`src/hw/rtl/bsr_pkg.sv`:
```
package bsr_pkg;

  localparam int TABLE_DEPTH_DEF = 1024;

  localparam int COUNT_W = 11;
  localparam int TOL_W   = 31;
  localparam int POS_W   = 10;
  localparam int VALUE_W = 32;
  localparam int INDEX_W = 10;

  localparam int CFG_INDEX_W = 1;
  localparam int CFG_DATA_W  = 31;

  localparam int S_TDATA_W = 80;
  localparam int M_TDATA_W = 16;

  localparam logic REQ_WRITE  = 1'b0;
  localparam logic REQ_SEARCH = 1'b1;

  localparam logic [CFG_INDEX_W-1:0] CFG_ACTIVE_COUNT = 1'd0;
  localparam logic [CFG_INDEX_W-1:0] CFG_MATCH_TOL    = 1'd1;

  typedef enum logic [1:0] {
    ST_IDLE,
    ST_PROBE,
    ST_COMPARE,
    ST_FINISH
  } state_t;

  // Commands from the controller to the datapath.
  typedef struct packed {
    logic table_write;
    logic start;
    logic go_right;
    logic go_left;
    logic mark_hit;
    logic result_load;
  } cmd_t;

  // Status from the datapath to the controller.
  typedef struct packed {
    logic range_empty;
    logic below;
    logic above;
    logic write_ok;
  } sts_t;

endpackage

```
`src/hw/rtl/bsr_ctrl.sv`:
```
module bsr_ctrl (
  input  logic          clk,
  input  logic          rst,
  input  logic          s_tvalid,
  input  logic          req_type,
  output logic          s_tready,
  output logic          m_tvalid,
  input  logic          m_tready,
  output bsr_pkg::cmd_t cmd,
  input  bsr_pkg::sts_t sts
);

  bsr_pkg::state_t state, state_next;
  logic            out_valid, out_valid_next;
  logic            accept;

  assign accept   = s_tvalid && s_tready;
  assign s_tready = (state == bsr_pkg::ST_IDLE);
  assign m_tvalid = out_valid;

  always_comb begin
    state_next = state;
    unique case (state)
      bsr_pkg::ST_IDLE: begin
        if (accept && req_type == bsr_pkg::REQ_SEARCH) begin
          state_next = bsr_pkg::ST_PROBE;
        end
      end
      bsr_pkg::ST_PROBE: begin
        if (sts.range_empty) begin
          state_next = bsr_pkg::ST_FINISH;
        end else begin
          state_next = bsr_pkg::ST_COMPARE;
        end
      end
      bsr_pkg::ST_COMPARE: begin
        if (sts.below || sts.above) begin
          state_next = bsr_pkg::ST_PROBE;
        end else begin
          state_next = bsr_pkg::ST_FINISH;
        end
      end
      bsr_pkg::ST_FINISH: begin
        if (!out_valid || m_tready) begin
          state_next = bsr_pkg::ST_IDLE;
        end
      end
      default: state_next = bsr_pkg::ST_IDLE;
    endcase
  end

  // The table read address follows the search bounds, so a probe needs no command.
  always_comb begin
    cmd = '0;
    unique case (state)
      bsr_pkg::ST_IDLE: begin
        cmd.table_write = accept && req_type == bsr_pkg::REQ_WRITE && sts.write_ok;
        cmd.start       = accept && req_type == bsr_pkg::REQ_SEARCH;
      end
      bsr_pkg::ST_PROBE: ;
      bsr_pkg::ST_COMPARE: begin
        cmd.go_right = sts.below;
        cmd.go_left  = sts.above && !sts.below;
        cmd.mark_hit = !sts.below && !sts.above;
      end
      bsr_pkg::ST_FINISH: begin
        cmd.result_load = !out_valid || m_tready;
      end
      default: cmd = '0;
    endcase
  end

  always_comb begin
    out_valid_next = out_valid;
    if (cmd.result_load) begin
      out_valid_next = 1'b1;
    end else if (m_tready) begin
      out_valid_next = 1'b0;
    end
  end

  always_ff @(posedge clk) begin
    if (rst) begin
      state     <= bsr_pkg::ST_IDLE;
      out_valid <= 1'b0;
    end else begin
      state     <= state_next;
      out_valid <= out_valid_next;
    end
  end

endmodule

```
`config.mk`:
```
export PLATFORM = sky130hd
export DESIGN_NAME = bsr_ctrl
export DESIGN_NICKNAME = d
export VERILOG_FILES = /design/src/hw/rtl/bsr_pkg.sv /design/src/hw/rtl/bsr_ctrl.sv
export SDC_FILE = /design/constraint.sdc
export NUM_CORES = 1
export LEC_CHECK = 0
export ABC_AREA = 0
export BUFFER_PORTS_ARGS = -buffer_cell sky130_fd_sc_hd__buf_2
export CAP_MARGIN = 20
export CELL_PAD_IN_SITES_DETAIL_PLACEMENT = 1
export CELL_PAD_IN_SITES_GLOBAL_PLACEMENT = 2
export CORE_AREA = 3 3 40 42
export CTS_CLUSTER_DIAMETER = 150
export DETAILED_ROUTE_END_ITERATION = 16
export DIE_AREA = 0 0 43 45
export GPL_TIMING_DRIVEN = 0
export HOLD_SLACK_MARGIN = 0.1
export PLACE_DENSITY = 0.73
export SYNTH_ARGS = -nofsm -noshare
export SYNTH_HDL_FRONTEND = slang
export SYNTH_SLANG_ARGS = --single-unit
```
`constraint.sdc`:
```
create_clock -name clk -period 1.2 [get_ports clk]
set_input_delay 0.06 -clock clk [delete_from_list [all_inputs] [get_ports clk]]
set_output_delay 0.06 -clock clk [all_outputs]
set_load 0.01 [all_outputs]
```
==> results.cfg <==
[clock_tree]
h-tree-depth = 1
clk_pin_slew_ns = 0.04
numClockSinks = 3
cts_tree = yes
root_buffer = clkbuf_4
clockBufferDepth = 2
clk_latency_ns = 0.23
cts_made_buffers = 3

[layout]
antenna_cells = 0
n_fill_cell = 173
area_growth_pct = 83.0
nets = 56
drive_above_1_share_pct = 63.0

[hold_path]
hp-start = sts[1]
hold_class = input port to flop
whs_endpoint = state[1]
hold_depth = 3

[global_route]
grt_pass1_vias = 241
gr-total-overflow = 0
track_usage_pct = 6.48
grt_pass1_wl_um = 897
grt_max_degree = 7
antenna_found_initial = 0

[setup_path]
end_kind = primary output
crit_path_top_delay_cell = or3_4
reg2reg_to = state[1]
rr_worst_depth = 3
timing.rr.start = state[0]
critPathBufInv = 2
start_kind = flop
path_cells = nand2b_4 > or3_4 > inv_2 > buf_6
worstPathMaxFanout = 3
ff2ff_setup_slack_ns = 0.21
critPathTopFamily = simple AND/OR/NAND/NOR gates
crit_required_ns = 1.14
crit_type = flop to primary output
slowest_delay_ns = 0.34
arrival_ns = 1.20

[sta]
finalClockSkew_ns = 0.00321
setup_viol = 3
relSlewSlack_pct = 84.8
max_freq_ghz = 0.796
fin_hold_ws_ns = 0.116
fin_ws_ns = -0.0559
post-route-period-util_pct = 105
period_minus_slack_ns = 1.26
finalMaxSlewViolations = 0
rsz0062_at_grt = yes
worst_pin_slew_ns = 0.225
hold_viol_final = 0

[detailed_routing]
drt-total-wl_um = 569
wl_per_cell_um = 9.33
final_antenna_net_count = 0
vias = 239
drt-initial-drc-count = 1
dr.pass1.iters = 4
avgViaCountPerCell = 3.92
drc_errors = 0

[synth]
yosysTopAreaCellShare_pct = 31.4
async_reset_ff_share_pct = 0
ys_ff_latch = 3
yosysWarningCount = 0
avgSynthCellArea_sq_um = 7.98
ys_seq_area_share_pct = 31.4
ys.flop_type = dfxtp_1
mappedNetlistArea_sq_um = 191
synth_edf_count = 0
synth.distinct_cells = 16
syn-instance-count = 24
synth_fp_nets = 33
synth_area_leaders = dfxtp_1 31%, nor2_1 7.8%, nand2b_4 7.2%, nor2b_1 6.5%, inv_1 5.9%
synth_top_area_cell = dfxtp_1

[die]
fp.coreArea_sq_um = 1280
die_h_um = 45
initial_core_util_pct = 14.9
die_x_um = 43
rows = 13
pin_count = 17
dieArea_sq_um = 1940

[pwr]
peakVddDrop_uv = 418
p_sw_share_pct = 24.8
pwr-share-comb_pct = 20.5
intPower_uw = 270
p_leak_uw = 0.000181
p_per_area_nw_per_um2 = 1030
p_sw_uw = 89.1
pwr-share-clk_pct = 48.2
seq_power_share_pct = 31.3

[placement]
dp_slack_ns = 0.109
port_buffers = 16
routabilityCongestion = 0.585
place_hpwl_um = 433

[job]
drv_cap = 0

[status]
status = finished, violations left
failed_checks = negative setup slack
[flip-flops by register name, summed over array words and instances, names as in the netlist]
signal,cells
m_tvalid,1
state,2
[through the flow]
step | utilization, % | instance area (sq um) | total power, uW | std cells | setup TNS, ns
after floorplan | - | 191 | 147 | 24 | 0
after global placement | 22.6 | 290 | 179 | 55 | 0
after detailed placement | 22.6 | 290 | 179 | 55 | 0
after CTS | 26.9 | 345 | 371 | 61 | -0.162
after global routing | 27.3 | 350 | 388 | 61 | -0.306
final | 27.3 | 350 | 360 | 61 | -0.0989
[worst max path at each step]
stage,from,to,slack (ns),depth (start not counted)
finish,state[0],cmd[1],-0.06,4
CTS,state[0],cmd[1],-0.07,4
global route,state[0],cmd[1],-0.11,4
global placement,state[1],cmd[1],0.11,4
floorplan,state[1],state[1],0.23,3
detailed placement,state[1],cmd[1],0.11,4
[cells in the mapped netlist (all sizes together) (2+ instances only)]
library cell,number
inv,3
dfxtp,3
nor2,4
a21oi,2
nor2b,2
[kinds of logic (layout without fill, tap and decap cells)]
family	Yosys count	count (layout)	share of synthesized area [%]
flops	3	3	31.4
compound gates	4	4	14.4
simple gates	13	13	44.4
buf+inv	4	26	9.80
[routing by layer]
| metal | part of all wire (%) | wire, um | track usage, % | up-vias |
|---|---|---|---|---|
| met2 | 52 | 296 | 10.5 | 8 |
| met3 | 6.0 | 34 | 1.59 | 0 |
| met4 | 0 | 0 | 7.23 | 0 |
| li1 | - | - | - | 126 |
| met1 | 42 | 237 | 6.46 | 105 |
| met5 | 0 | 0 | 0 | - |
[worst min-delay path: stages]
cell	delay, ns
buf_2	0.08
or3_4	0.12
a21oi_2	0.04
[layout make-up]
class / instances / area (sq um) / area share (%)
plain buffers: 1 / 7.51 / 2.14
clock buffers: 4 / 26.3 / 7.50
inverters: 3 / 11.3 / 3.21
multi-input cells: 17 / 118 / 33.6
flip-flops and latches: 3 / 65.1 / 18.6
well taps: 15 / 18.8 / 5.36
repair buffers: 18 / 104 / 29.6
[what timing repair did]
action                                  in CTS  in global routing
endpoints found under the setup margin       2                  4
pin swaps                                    0                  0
gates cloned                                 0                  0
hold buffers                                 1                  0
endpoints found under the hold margin        3                  0
gates resized for setup                      5                  2
setup buffers                                1                  0
[layout by cell type (no fill, tap or decap), types with 2 or more instances in the layout]
cell / count
buf_2: 15
clkbuf_4: 3
buf_4: 2
nor2_1: 3
inv_1: 2
[power groups by stage]
stage                     clock (uW)  sequential, uW  combinational [uW]
after floorplan                    0             115                32.5
after global placement             0             117                62.0
after detailed placement           0             116                62.5
after CTS                        184             112                74.3
after global routing             192             113                82.3
final                            173             112                73.7
Note: power is estimated with default switching activity, not from simulation.
